`config.mk`:
```
export PLATFORM = sky130hd
export DESIGN_NAME = mini_format_stream_emitter_unit
export DESIGN_NICKNAME = d
export VERILOG_FILES = /design/src/hw/rtl/mfse_pkg.sv /design/src/hw/rtl/mfse_dp.sv /design/src/hw/rtl/mfse_ctrl.sv /design/src/hw/rtl/mini_format_stream_emitter_unit.sv
export SDC_FILE = /design/constraint.sdc
export NUM_CORES = 1
export LEC_CHECK = 0
export ABC_AREA = 1
export ABC_CLOCK_PERIOD_IN_PS = 3500
export BUFFER_PORTS_ARGS = -buffer_cell sky130_fd_sc_hd__buf_2
export CORE_MARGIN = 2
export CORE_UTILIZATION = 55
export CTS_CLUSTER_SIZE = 20
export DETAILED_ROUTE_END_ITERATION = 6
export PLACE_DENSITY = 0.74
export SETUP_SLACK_MARGIN = 0.02
export SLEW_MARGIN = 40
export SYNTH_ARGS = -nofsm -noshare
export SYNTH_HDL_FRONTEND = slang
export SYNTH_SLANG_ARGS = --single-unit
```
`constraint.sdc`:
```
create_clock -name clk -period 3.5 [get_ports clk]
set_input_delay 0.35 -clock clk [delete_from_list [all_inputs] [get_ports clk]]
set_output_delay 0.35 -clock clk [all_outputs]
set_load 0.03 [all_outputs]
```
`src/hw/rtl/mfse_pkg.sv`:
```
// Shared types, character codes and lookup functions of the format stream emitter.
// No dependencies.
package mfse_pkg;

    localparam logic [7:0] CH_PERCENT = 8'h25;
    localparam logic [7:0] CH_S       = 8'h73;
    localparam logic [7:0] CH_D       = 8'h64;
    localparam logic [7:0] CH_X       = 8'h78;
    localparam logic [7:0] CH_MINUS   = 8'h2d;
    localparam logic [7:0] CH_ZERO    = 8'h30;

    localparam logic [1:0] REQ_FMT   = 2'd0;
    localparam logic [1:0] REQ_WORD  = 2'd1;
    localparam logic [1:0] REQ_SBYTE = 2'd2;
    localparam logic [1:0] REQ_SEND  = 2'd3;

    localparam int          DEC_DIGITS = 10;
    localparam logic [3:0]  DEC_TOP    = 4'd9;
    localparam logic [3:0]  HEX_TOP    = 4'd7;
    localparam logic [3:0]  NULL_LAST  = 4'd5;
    localparam logic [4:0]  DAB_LAST   = 5'd31;
    localparam logic [30:0] COUNT_MAX  = 31'h7fff_ffff;

    typedef enum logic [2:0] {
        K_BYTE,
        K_SIGN,
        K_DEC,
        K_HEX,
        K_NULL,
        K_FLAG,
        K_DONE
    } emit_kind_t;

    typedef struct packed {
        logic       load;
        logic       load_mag;
        logic       dab_step;
        logic       emit;
        emit_kind_t kind;
        logic       last;
        logic [3:0] idx;
    } dp_cmd_t;

    typedef struct packed {
        logic neg;
        logic dig_nz;
        logic nib_nz;
        logic can_emit;
    } dp_stat_t;

    function automatic logic [7:0] hex_char(input logic [3:0] nib);
        logic [7:0] ch;
        case (nib)
            4'h0:    ch = 8'h30;
            4'h1:    ch = 8'h31;
            4'h2:    ch = 8'h32;
            4'h3:    ch = 8'h33;
            4'h4:    ch = 8'h34;
            4'h5:    ch = 8'h35;
            4'h6:    ch = 8'h36;
            4'h7:    ch = 8'h37;
            4'h8:    ch = 8'h38;
            4'h9:    ch = 8'h39;
            4'ha:    ch = 8'h61;
            4'hb:    ch = 8'h62;
            4'hc:    ch = 8'h63;
            4'hd:    ch = 8'h64;
            4'he:    ch = 8'h65;
            default: ch = 8'h66;
        endcase
        return ch;
    endfunction

    // "(null)"
    function automatic logic [7:0] null_char(input logic [2:0] pos);
        logic [7:0] ch;
        case (pos)
            3'd0:    ch = 8'h28;
            3'd1:    ch = 8'h6e;
            3'd2:    ch = 8'h75;
            3'd3:    ch = 8'h6c;
            3'd4:    ch = 8'h6c;
            default: ch = 8'h29;
        endcase
        return ch;
    endfunction

endpackage

```
`src/hw/rtl/mfse_dp.sv`:
```
// Datapath: item latch, shift-add-3 decimal converter with digit store,
// character select, saturating count and output beat register. Uses mfse_pkg.
module mfse_dp (
    input  logic                clk,
    input  logic                rst_n,
    input  mfse_pkg::dp_cmd_t   cmd,
    output mfse_pkg::dp_stat_t  stat,
    input  logic [7:0]          data_byte,
    input  logic [31:0]         arg_word,
    input  logic                out_stall,
    output logic                out_valid,
    output logic [7:0]          out_char,
    output logic                char_valid,
    output logic [30:0]         running_count,
    output logic                done_res,
    output logic                status,
    output logic                last
);

    logic [7:0]  byte_reg;
    logic [31:0] word_reg;
    logic        neg_reg;
    logic [3:0]  digit_store_reg [mfse_pkg::DEC_DIGITS];
    logic [3:0]  adj [mfse_pkg::DEC_DIGITS];

    logic        out_valid_reg;
    logic [7:0]  out_char_reg;
    logic        char_valid_reg;
    logic [30:0] count_out_reg;
    logic        done_reg;
    logic        status_reg;
    logic        last_reg;
    logic [30:0] cnt_reg;
    logic [30:0] cnt_inc;
    logic [30:0] cnt_next;

    logic        can_emit;
    logic        fire;
    logic        is_char;
    logic [3:0]  dig;
    logic [3:0]  nib;
    logic [7:0]  ch_sel;

    assign can_emit = !out_valid_reg || !out_stall;
    assign fire     = cmd.emit && can_emit;
    assign is_char  = !(cmd.kind == mfse_pkg::K_FLAG || cmd.kind == mfse_pkg::K_DONE);
    assign dig      = (cmd.idx <= mfse_pkg::DEC_TOP) ? digit_store_reg[cmd.idx] : 4'd0;
    assign nib      = word_reg[{cmd.idx[2:0], 2'b00} +: 4];
    assign cnt_inc  = (cnt_reg == mfse_pkg::COUNT_MAX) ? cnt_reg : cnt_reg + 31'd1;

    assign stat.neg      = neg_reg;
    assign stat.dig_nz   = (dig != 4'd0);
    assign stat.nib_nz   = (nib != 4'd0);
    assign stat.can_emit = can_emit;

    always_comb
    begin
        for (int k = 0; k < mfse_pkg::DEC_DIGITS; k++)
        begin
            adj[k] = (digit_store_reg[k] >= 4'd5) ? digit_store_reg[k] + 4'd3
                                                  : digit_store_reg[k];
        end
    end

    always_comb
    begin
        case (cmd.kind)
            mfse_pkg::K_BYTE: ch_sel = byte_reg;
            mfse_pkg::K_SIGN: ch_sel = mfse_pkg::CH_MINUS;
            mfse_pkg::K_DEC:  ch_sel = mfse_pkg::CH_ZERO | {4'd0, dig};
            mfse_pkg::K_HEX:  ch_sel = mfse_pkg::hex_char(nib);
            mfse_pkg::K_NULL: ch_sel = mfse_pkg::null_char(cmd.idx[2:0]);
            default:          ch_sel = 8'd0;
        endcase
    end

    always_comb
    begin
        cnt_next = cnt_reg;
        if (fire)
        begin
            if (cmd.kind == mfse_pkg::K_DONE)
                cnt_next = '0;
            else if (is_char)
                cnt_next = cnt_inc;
        end
    end

    // item latch and converter
    always_ff @(posedge clk)
    begin
        if (cmd.load)
        begin
            byte_reg <= data_byte;
            neg_reg  <= arg_word[31];
            if (cmd.load_mag)
            begin
                word_reg <= arg_word[31] ? (~arg_word + 32'd1) : arg_word;
                for (int k = 0; k < mfse_pkg::DEC_DIGITS; k++)
                    digit_store_reg[k] <= 4'd0;
            end
            else
            begin
                word_reg <= arg_word;
            end
        end
        else if (cmd.dab_step)
        begin
            word_reg           <= {word_reg[30:0], 1'b0};
            digit_store_reg[0] <= {adj[0][2:0], word_reg[31]};
            for (int k = 1; k < mfse_pkg::DEC_DIGITS; k++)
                digit_store_reg[k] <= {adj[k][2:0], adj[k-1][3]};
        end
    end

    always_ff @(posedge clk)
    begin
        if (fire)
        begin
            out_char_reg   <= ch_sel;
            char_valid_reg <= is_char;
            count_out_reg  <= is_char ? cnt_inc : cnt_reg;
            done_reg       <= (cmd.kind == mfse_pkg::K_DONE);
            status_reg     <= (cmd.kind == mfse_pkg::K_FLAG);
            last_reg       <= cmd.last;
        end
    end

    always_ff @(posedge clk or negedge rst_n)
    begin
        if (!rst_n)
        begin
            out_valid_reg <= 1'b0;
            cnt_reg       <= '0;
        end
        else
        begin
            cnt_reg <= cnt_next;
            if (fire)
                out_valid_reg <= 1'b1;
            else if (!out_stall)
                out_valid_reg <= 1'b0;
        end
    end

    assign out_valid     = out_valid_reg;
    assign out_char      = out_char_reg;
    assign char_valid    = char_valid_reg;
    assign running_count = count_out_reg;
    assign done_res      = done_reg;
    assign status        = status_reg;
    assign last          = last_reg;

endmodule

```
`src/hw/rtl/mfse_ctrl.sv`:
```
// Controller: format mode tracking and the sequencer that drives the datapath
// one beat at a time. Uses mfse_pkg.
module mfse_ctrl (
    input  logic                clk,
    input  logic                rst_n,
    input  logic                in_valid,
    output logic                in_stall,
    input  logic [1:0]          req_type,
    input  logic [7:0]          data_byte,
    input  logic                arg_null,
    input  logic                format_end,
    input  mfse_pkg::dp_stat_t  stat,
    output mfse_pkg::dp_cmd_t   cmd
);

    typedef enum logic [2:0] {
        M_LIT,
        M_PCT,
        M_NUM_D,
        M_NUM_X,
        M_STR
    } mode_t;

    typedef enum logic [3:0] {
        S_IDLE,
        S_CHAR,
        S_FLAG,
        S_DONE,
        S_DAB,
        S_SIGN,
        S_DEC,
        S_HEX,
        S_NULL
    } state_t;

    state_t     state_reg, state_next;
    mode_t      mode_reg, mode_next;
    logic       eaa_reg, eaa_next;
    logic       pend_reg, pend_next;
    logic       started_reg, started_next;
    logic [3:0] idx_reg, idx_next;
    logic [4:0] dab_reg, dab_next;
    logic       accept;
    logic       show;

    assign in_stall = (state_reg != S_IDLE);
    assign accept   = in_valid && (state_reg == S_IDLE);

    always_comb
    begin
        state_next   = state_reg;
        mode_next    = mode_reg;
        eaa_next     = eaa_reg;
        pend_next    = pend_reg;
        started_next = started_reg;
        idx_next     = idx_reg;
        dab_next     = dab_reg;
        show         = 1'b0;

        cmd          = '0;
        cmd.kind     = mfse_pkg::K_BYTE;
        cmd.idx      = idx_reg;

        case (state_reg)
            S_IDLE:
            begin
                if (accept)
                begin
                    cmd.load = 1'b1;
                    case (mode_reg)
                        M_NUM_D, M_NUM_X:
                        begin
                            if (req_type != mfse_pkg::REQ_WORD)
                            begin
                                state_next = S_FLAG;
                            end
                            else
                            begin
                                mode_next    = M_LIT;
                                pend_next    = eaa_reg;
                                started_next = 1'b0;
                                if (mode_reg == M_NUM_D)
                                begin
                                    cmd.load_mag = 1'b1;
                                    dab_next     = '0;
                                    state_next   = S_DAB;
                                end
                                else
                                begin
                                    idx_next   = mfse_pkg::HEX_TOP;
                                    state_next = S_HEX;
                                end
                            end
                        end
                        M_STR:
                        begin
                            if (req_type == mfse_pkg::REQ_SBYTE)
                            begin
                                pend_next  = 1'b0;
                                state_next = S_CHAR;
                            end
                            else if (req_type == mfse_pkg::REQ_SEND)
                            begin
                                mode_next = M_LIT;
                                pend_next = eaa_reg;
                                if (arg_null)
                                begin
                                    idx_next   = '0;
                                    state_next = S_NULL;
                                end
                                else if (eaa_reg)
                                begin
                                    state_next = S_DONE;
                                end
                            end
                            else
                            begin
                                state_next = S_FLAG;
                            end
                        end
                        default:
                        begin
                            if (req_type != mfse_pkg::REQ_FMT)
                            begin
                                state_next = S_FLAG;
                            end
                            else if (mode_reg != M_PCT && data_byte == mfse_pkg::CH_PERCENT
                                     && !format_end)
                            begin
                                mode_next = M_PCT;
                            end
                            else if (mode_reg == M_PCT && data_byte == mfse_pkg::CH_S)
                            begin
                                mode_next = M_STR;
                                eaa_next  = format_end;
                            end
                            else if (mode_reg == M_PCT && data_byte == mfse_pkg::CH_D)
                            begin
                                mode_next = M_NUM_D;
                                eaa_next  = format_end;
                            end
                            else if (mode_reg == M_PCT && data_byte == mfse_pkg::CH_X)
                            begin
                                mode_next = M_NUM_X;
                                eaa_next  = format_end;
                            end
                            else
                            begin
                                mode_next  = M_LIT;
                                pend_next  = format_end;
                                state_next = S_CHAR;
                            end
                        end
                    endcase
                end
            end
            S_CHAR:
            begin
                cmd.emit = 1'b1;
                cmd.kind = mfse_pkg::K_BYTE;
                cmd.last = !pend_reg;
                if (stat.can_emit)
                    state_next = pend_reg ? S_DONE : S_IDLE;
            end
            S_FLAG:
            begin
                cmd.emit = 1'b1;
                cmd.kind = mfse_pkg::K_FLAG;
                cmd.last = 1'b1;
                if (stat.can_emit)
                    state_next = S_IDLE;
            end
            S_DONE:
            begin
                cmd.emit = 1'b1;
                cmd.kind = mfse_pkg::K_DONE;
                cmd.last = 1'b1;
                if (stat.can_emit)
                begin
                    pend_next  = 1'b0;
                    eaa_next   = 1'b0;
                    mode_next  = M_LIT;
                    state_next = S_IDLE;
                end
            end
            S_DAB:
            begin
                cmd.dab_step = 1'b1;
                dab_next     = dab_reg + 5'd1;
                if (dab_reg == mfse_pkg::DAB_LAST)
                begin
                    idx_next   = mfse_pkg::DEC_TOP;
                    state_next = stat.neg ? S_SIGN : S_DEC;
                end
            end
            S_SIGN:
            begin
                cmd.emit = 1'b1;
                cmd.kind = mfse_pkg::K_SIGN;
                if (stat.can_emit)
                    state_next = S_DEC;
            end
            S_DEC, S_HEX:
            begin
                cmd.kind = (state_reg == S_DEC) ? mfse_pkg::K_DEC : mfse_pkg::K_HEX;
                show     = ((state_reg == S_DEC) ? stat.dig_nz : stat.nib_nz)
                           || started_reg || (idx_reg == 4'd0);
                cmd.emit = show;
                cmd.last = (idx_reg == 4'd0) && !pend_reg;
                if (!show)
                begin
                    idx_next = idx_reg - 4'd1;
                end
                else if (stat.can_emit)
                begin
                    started_next = 1'b1;
                    if (idx_reg == 4'd0)
                        state_next = pend_reg ? S_DONE : S_IDLE;
                    else
                        idx_next = idx_reg - 4'd1;
                end
            end
            S_NULL:
            begin
                cmd.emit = 1'b1;
                cmd.kind = mfse_pkg::K_NULL;
                cmd.last = (idx_reg == mfse_pkg::NULL_LAST) && !pend_reg;
                if (stat.can_emit)
                begin
                    if (idx_reg == mfse_pkg::NULL_LAST)
                        state_next = pend_reg ? S_DONE : S_IDLE;
                    else
                        idx_next = idx_reg + 4'd1;
                end
            end
            default:
            begin
                state_next = S_IDLE;
            end
        endcase
    end

    always_ff @(posedge clk or negedge rst_n)
    begin
        if (!rst_n)
        begin
            state_reg   <= S_IDLE;
            mode_reg    <= M_LIT;
            eaa_reg     <= 1'b0;
            pend_reg    <= 1'b0;
            started_reg <= 1'b0;
            idx_reg     <= '0;
            dab_reg     <= '0;
        end
        else
        begin
            state_reg   <= state_next;
            mode_reg    <= mode_next;
            eaa_reg     <= eaa_next;
            pend_reg    <= pend_next;
            started_reg <= started_next;
            idx_reg     <= idx_next;
            dab_reg     <= dab_next;
        end
    end

endmodule

```
`src/hw/rtl/mini_format_stream_emitter_unit.sv`:
```
// Timing: a plain byte or a flagged beat passes the sequencer state register and then the
// output beat register after acceptance; %d loads the word, runs the converter, then steps the sign and every digit
// position, leading zeros included; %x steps every nibble; each beat waits while the output is stalled.
// Throughput: one item in flight; input taken again once its last beat is registered.
// Reset: rst_n asynchronous, active low; clears mode, sequencer, count and output valid.
// Top level of the format stream emitter. Depends on mfse_pkg, mfse_ctrl and mfse_dp.
module mini_format_stream_emitter_unit (
    input  logic        clk,
    input  logic        rst_n,
    input  logic        in_valid,
    output logic        in_stall,
    input  logic [1:0]  req_type,
    input  logic [7:0]  data_byte,
    input  logic [31:0] arg_word,
    input  logic        arg_null,
    input  logic        format_end,
    output logic        out_valid,
    input  logic        out_stall,
    output logic [7:0]  out_char,
    output logic        char_valid,
    output logic [30:0] running_count,
    output logic        done_res,
    output logic        status,
    output logic        last
);

    mfse_pkg::dp_cmd_t  cmd;
    mfse_pkg::dp_stat_t stat;

    mfse_ctrl u_ctrl (
        .clk        (clk),
        .rst_n      (rst_n),
        .in_valid   (in_valid),
        .in_stall   (in_stall),
        .req_type   (req_type),
        .data_byte  (data_byte),
        .arg_null   (arg_null),
        .format_end (format_end),
        .stat       (stat),
        .cmd        (cmd)
    );

    mfse_dp u_dp (
        .clk           (clk),
        .rst_n         (rst_n),
        .cmd           (cmd),
        .stat          (stat),
        .data_byte     (data_byte),
        .arg_word      (arg_word),
        .out_stall     (out_stall),
        .out_valid     (out_valid),
        .out_char      (out_char),
        .char_valid    (char_valid),
        .running_count (running_count),
        .done_res      (done_res),
        .status        (status),
        .last          (last)
    );

endmodule

```
## Word level (Yosys, flattened, before mapping)

Memories as Yosys holds them, arrays and structs flattened.
Cells that the tools add are included.
W data, S select, Z words.

- Bits in latches: 0
- Register bits: 135
- Memories: 2
- Output and inout port bits: 45
- Bits in writable memories: 40
- Input bits: 48
- Bits in read-only memories: 96
- Word-level logic and storage cells: 303

- Eq/ne operators: 72
- Reductions and logical operators: 43
- Bitwise gates (word level): 11
- Shifts and indexed selects: 1
- Mux-type cells: 130
- $add $sub $neg: 15
- Magnitude comparators: 11
- Multiply operators: 0
- Divide/modulo/power cells: 0

Memories:

| name | depth | bits a word | read ports | clocked after memory_dff | write ports | line | text |
|---|---|---|---|---|---|---|---|
| (no name shown) | 16 | 6 | 1 | 0 | 0 | mfse_pkg.sv:53 | `case (nib)` |
| u_dp.digit_store_reg | 10 | 4 | 11 | 0 | 10 | mfse_dp.sv:23 | `logic [3:0] digit_store_reg [mfse_pkg::DEC_DIGITS];` |

Operators by type and width:

| operator | number |
|---|---|
| $mux W4 | 52 |
| $mux W32 | 4 |
| $mux W31 | 3 |
| $ge A4 B3 Y1 const B | 10 |
| $pmux W8 S5 | 1 |
| $add A4 B2 Y4 const B | 9 |
| $mux W1 | 36 |
| $add A32 B1 Y32 const B | 1 |
| $not A32 Y32 | 1 |
| $shiftx A32 B6 Y4 | 1 |
| $add A31 B1 Y31 const B | 1 |
| $eq A31 B31 Y1 const B | 1 |
| $ne A4 B4 Y1 const B | 7 |
| $pmux W4 S7 | 1 |
| $pmux W7 S4 | 1 |
| $mux W3 | 9 |
| $ne A2 B1 Y1 const B | 13 |
| $eq A8 B7 Y1 const B | 3 |
| $pmux W4 S6 | 1 |
| $ne A3 B3 Y1 const B | 7 |
| $eq A4 B3 Y1 const B | 5 |
| $mux W5 | 4 |
| $ne A5 B5 Y1 const B | 4 |
| $eq A3 B2 Y1 const B | 6 |
| 40 further kinds | 102 |

## Depth between registers and ports, before layout

- Word-level depth: 11
- Gate-level depth with buffers: 18
- Depth with buffers taken out: 17

## Cells and area by module

Synthesis repeated with hierarchy kept, for this count alone.

- Cell total of the unflattened synthesis: 1,567
- Area, all modules: 11,710.0 um^2

By module, submodules not included:

| module | area each (um^2) | cells each | instances | sequential area each (um^2) |
|---|---|---|---|---|
| mfse_dp | 9,841.9 | 1,274 | 1 | 4,524.3 |
| mfse_ctrl | 1,868.0 | 293 | 1 | 475.5 |

## Worst setup path after synthesis

OpenSTA, ideal clock, no wires.

- Path type: reg2reg
- Start point: register u_ctrl.idx_reg[1]
- End point: register u_dp.char_valid_reg, in the netlist u_dp.char_valid, enable pin
- Library setup time: 0.397 ns
- Stages on the path, launching flop included: 15
- Path slack: 0.107 ns
- Clock period less this slack: 3.393 ns
- Buffers on the path: 1
- Data required time: 3.103 ns
- Arrival: 2.995 ns
- Cell sequence: dfrtp_1 inv_2 nor2_1 a221oi_1 o21ai_0 inv_1 ha_1 nand3_1 a21oi_1 nand2_1 nand2_2 nand2_4 nand2_4 buf_6 inv_1

- Cells in the longest elaborated chain, start to end: 8
- Elaborated cells on any way between the ends: 12
- Classes of those cells: 1 x order compare; 1 x shift; 3 x mux; 6 x reduce/logical; 1 x memory

Ends and longest elaborated chain:

| what | line | text |
|---|---|---|
| start, declared | mfse_ctrl.sv:41 | `logic [3:0] idx_reg, idx_next;` |
| start signal, assigned | mfse_ctrl.sv:262 | `idx_reg <= idx_next;` |
| branches (longest 5 deep; another with $shiftx A32 B6 Y4) | n/a |  |
| $logic_or A1 B1 Y1 * | mfse_ctrl.sv:207 | `\|\| started_reg \|\| (idx_reg == 4'd0);` |
| $pmux W4 S6 * | mfse_ctrl.sv:64 | `case (state_reg)` |
| $logic_and A1 B1 Y1 * | mfse_dp.sv:45 | `assign fire = cmd.emit && can_emit;` |
| via u_dp.fire | mfse_dp.sv:38 | `logic fire;` |
| end signal, assigned | mfse_dp.sv:121 | `char_valid_reg <= is_char;` |
| end, declared | mfse_dp.sv:28 | `logic char_valid_reg;` |

Mark *: on every way through the listed nets, which the timed path passes.
A chain may end at the register's enable or synchronous reset.

## Worst setup path in the final report

- Start point: register u_ctrl.idx_reg[1]
- End point: register u_dp.count_out_reg[23], in the netlist u_dp.running_count[23], enable pin

- Cells in the longest elaborated chain, start to end: 8
- Elaborated cells on any way between the ends: 12
- Classes of those cells: 1 x order compare; 1 x shift; 3 x mux; 6 x reduce/logical; 1 x memory

Ends and longest elaborated chain:

| what | line | text |
|---|---|---|
| branches (longest 5 deep; another with $shiftx A32 B6 Y4) | n/a |  |
| $logic_or A1 B1 Y1 * | mfse_ctrl.sv:207 |  |
| $pmux W4 S6 * | mfse_ctrl.sv:64 |  |
| $logic_and A1 B1 Y1 * | mfse_dp.sv:45 |  |
| via u_dp.fire | mfse_dp.sv:38 |  |
| end signal, assigned | mfse_dp.sv:122 | `count_out_reg <= is_char ? cnt_inc : cnt_reg;` |
| end, declared | mfse_dp.sv:29 | `logic [30:0] count_out_reg;` |

Marks and branches as above.

==> impl_summary.md <==
Run status
The run finished with clean final reports.

GRT
The total global routing track utilization is between 20% and 30%. Global routing finished with a remaining overflow of 0. The initial antenna violation count is 0.

Entering global routing, the biggest net connects 62 pins. The number of global-route vias before repair came to 9333. The first global-routing pass estimated around 47 mm of wire.

Synth
The number of synthesized register bits is roughly 180. After synthesis, flip-flops and latches occupy 45.0% of the total area. When the netlist entered floorplanning its net count stood at between 1000 and 1500. The most instantiated flip-flop cell in the synthesis netlist is sky130_fd_sc_hd__edfxtp_1. For this run, asynchronously set or reset flops after synthesis account for 29.1%. Counting every instance in the synthesized netlist gives about 1400. The mean instance size in the synthesized netlist is between 7 and 8 µm².

After synthesis, the netlist uses 52 different library cells. For this run, the number of Yosys warnings is 0. The number of enable-type register cells in the synthesized netlist is 124.

Summing every instance area after synthesis gives between 10000 and 15000 µm².

Detailed routing
The wire length per cell is 15.8 µm. Dividing the detail-routed via count by the number of cells gives 5.57. In the routed design, unresolved DRC markers number 0. The first-iteration detailed-routing DRC count is approximately 1000.

The pre-antenna-repair detailed-routing pass consisted of 5 iterations. The routed design has 28.3 mm of wire. Once detail routing completed, the nets flagged for antenna violations numbered 0. The overall via count from detail_route is around 9900.

Layout
The fraction of layout cells with a size suffix above 1 is a little under an eighth. The register cell area after layout is ~5000 µm². For this run, the share of the core covered by cells in the final layout is a little over three fifths.

The number of flip-flops in the largest register is 40. The number of antenna diodes in the final layout is 0. The layout overhead on the synthesized area is 11.8%. The number of standard cells in the layout, taps in and fillers out is 1784.

The post-layout net count is about 1600. The layout filler cell count is around 1800. Summing all multi-input logic gate instances after layout gives ~5200 µm².

Pwr
The maximum vdd drop is 0.464 mV. Dividing total power by cell area gives a power density of roughly 790 nW/µm². The leakage power is approximately 5.7 nW.

Worst setup path
The element type at the critical path start is a register. Data on the critical path is required at its endpoint by roughly 3.6 ns. The type of the worst setup path is register to register.

The maximum single-stage delay on the critical path is between 0.4 and 0.5 ns. Walking the worst path, the cells encountered are inv_2, nand2_1, inv_2, a22oi_1, nand2_1, inv_1, o21ai_0, inv_1, ha_1, nand3_1, a21oi_1, nand2_1, nand2_2, nand2_4, nand2_4, inv_2, buf_12. The reg2reg setup slack is 0.48 ns.

The depth of the most critical reg-to-reg path is 17. STA classifies the critical path endpoint as a register. The endpoint identified for the worst register-to-register timing path is u_dp.running_count[23]$_DFFE_PP_. The launch instance of the worst register-to-register path is u_ctrl.idx_reg[1]$_DFFE_PN0P_. The critical-path cell with the highest stage delay is sky130_fd_sc_hd__dfrtp_1.

STA puts the critical path data arrival time at between 3 and 4 ns. The largest fanout of any net on the critical path is 36.

Place
The HPWL after detailed placement is between 20 and 25 mm. At the placement stage, the worst setup path has a slack of about 0.40 ns. The number of buffer cells added on primary ports is a little over 90. The congestion estimate from routability-driven global placement came to 0.942. The number of placed cells counting well taps is ~1800.

STA
The number of hold violations in the final report is 0. The setup TNS is 0 ns. The highest attainable clock frequency is 331 MHz. The worst slack on hold paths is approximately 0.12 ns. After layout, the worst setup slack is around 0.48 ns. The transition time of the tightest slew-check pin is a little under 0.9 ns. The normalized max-slew margin is ~40%. The clock skew after layout is about 0.013 ns. Setup violations remaining at the end of the flow were counted as 0. Setup repair after global routing left no endpoint under its margin. The share of the clock period used by the worst path after layout is 86.4%. The number of pins with negative max-slew slack in the final report is 0. The final critical path time including I/O delays and setup is about 3.0 ns.

CTS
The number of buffers inserted during clock tree synthesis is 17. The clock latency reported for the late side of the worst-skew pair is 0.44 ns. The CTS tree is done.

The clock root buffer is sky130_fd_sc_hd__clkbuf_16. The number of H-tree levels is 4. The clock-pin slew reported for the worst setup and hold paths after clock tree synthesis is approximately 0.07 ns. The clock sink total is between 150 and 200. The clock passes through at most 2 buffers.

Floorplanning
The number of placement rows is 51. The placeable core region is around 20000 µm². The die is approximately 150 µm tall. 93 I/O pins were placed. The horizontal extent of the die is 146 µm. The full die area is 21400 µm².

The starting density of the core is roughly 57%.

Flow run
The number of max-capacitance violations reported is 0.

Hold path
The hold path endpoint is u_dp.byte_reg[0]$_DFFE_PP_. The min-delay analysis places its worst path in the category input pin to register. The worst min-delay path startpoint is data_byte[0]. Counting instances, the worst hold path has a depth of 1.
==> critical path: cells and delay by family (launching register included) <==
kind | cells | cell delay, ns
AND/OR/NAND/NOR | 7 | 0.61
AO/OA/AOI/OAI | 3 | 0.49
flip-flops | 1 | 0.44
adder cells (fa/ha/maj) | 1 | 0.20
buffers and inverters | 6 | 0.91
==> layout make-up <==
class | instances | area share, %
clock buffer | 19 | 3.65
clock inverter | 13 | 1.22
inverter | 185 | 5.59
multi-input combinational | 1016 | 41.6
sequential | 175 | 40.3
tap | 265 | 2.67
timing repair buffer | 111 | 4.98
==> metrics by stage <==
stage / instance area [µm²] / power, mW
after floorplan: 11100 / 6.67
after detailed placement: 11800 / 7.78
after global routing: 12400 / 10.5
final: 12400 / 9.83
after global placement: 11800 / 7.69
after CTS: 12400 / 9.81
==> report_power, final <==
group	switching (mW)	leakage (nW)	internal, mW
logic	2.97	3.52	1.27
clock network	0.881	0.301	1.11
registers	0.502	1.87	3.10
total	4.35	5.70	5.48
==> logic make-up after synthesis <==
| family | Yosys count | share of synthesized area [%] |
|---|---|---|
| and+or+nand+nor | 697 | 27.0 |
| buffers and inverters | 228 | 8.47 |
| xor gates and xnor gates | 56 | 4.41 |
| muxes | 1 | 0.0901 |
| AOI/OAI and AO/OA | 232 | 11.6 |
| adders and majority gates | 30 | 3.45 |
| DFF | 175 | 45.0 |
==> cells in the mapped netlist, drive strengths merged, types with 18 or more instances <==
library cell  number  area share [%]
nand3            101             4.6
edfxtp           124              34
clkbuf            18            0.61
nor2             155             5.5
inv              185             6.2
ha                29             3.3
xor2              47             3.7
o21ai            116             5.2
nand2            346              12
a21oi             69             3.1
nor3              59             2.8
dfrtp             51              11
buf               25             1.6
==> routing by layer <==
metal	vias to the layer above	wire [µm]	GRT usage, %
met2	362	12600	40.7
met5	-	0	0
met4	0	489	7.57
met3	37	1840	4.41
li1	4872	-	-
met1	4664	13300	40.3
==> worst max-delay path by stage <==
stage                                   from  slack, ns                                to  cells past startpoint
2_1_floorplan  u_ctrl.idx_reg[1]$_DFFE_PN0P_       0.11         u_dp.char_valid$_DFFE_PP_                     14
3_3_place_gp   u_ctrl.idx_reg[0]$_DFFE_PN0P_       0.54  u_dp.running_count[24]$_DFFE_PP_                     16
3_5_place_dp   u_ctrl.idx_reg[0]$_DFFE_PN0P_       0.40  u_dp.running_count[17]$_DFFE_PP_                     16
4_1_cts        u_ctrl.idx_reg[0]$_DFFE_PN0P_       0.38         u_dp.char_valid$_DFFE_PP_                     16
5_1_grt        u_ctrl.idx_reg[1]$_DFFE_PN0P_       0.17  u_dp.running_count[23]$_DFFE_PP_                     17
6_report       u_ctrl.idx_reg[1]$_DFFE_PN0P_       0.48  u_dp.running_count[23]$_DFFE_PP_                     17
==> what timing repair did <==
action,in CTS,in global routing
endpoints found under the setup margin,0,23
buffers inserted,0,0
hold buffers,1,0
hold endpoints to repair,25,0
gates resized for setup,0,1
==> cell usage in the layout (no fill, tap or decap), drive strengths merged, types with 4 or more instances in the layout <==
cell type,instances
o21ai,116
a211oi,4
nand3b,6
xnor2,9
edfxtp,124
nand2,346
ha,29
nor4,4
o211ai,7
nand4,11
clkbuf,19
nor3,59
buf,110
o31ai,8
nand3,101
a21oi,69
dfrtp,51
xor2,47
or2,11
a22oi,7
clkinv,6
inv,190
nor2,155
o22ai,5
Note: power is estimated with default switching activity, not from simulation.
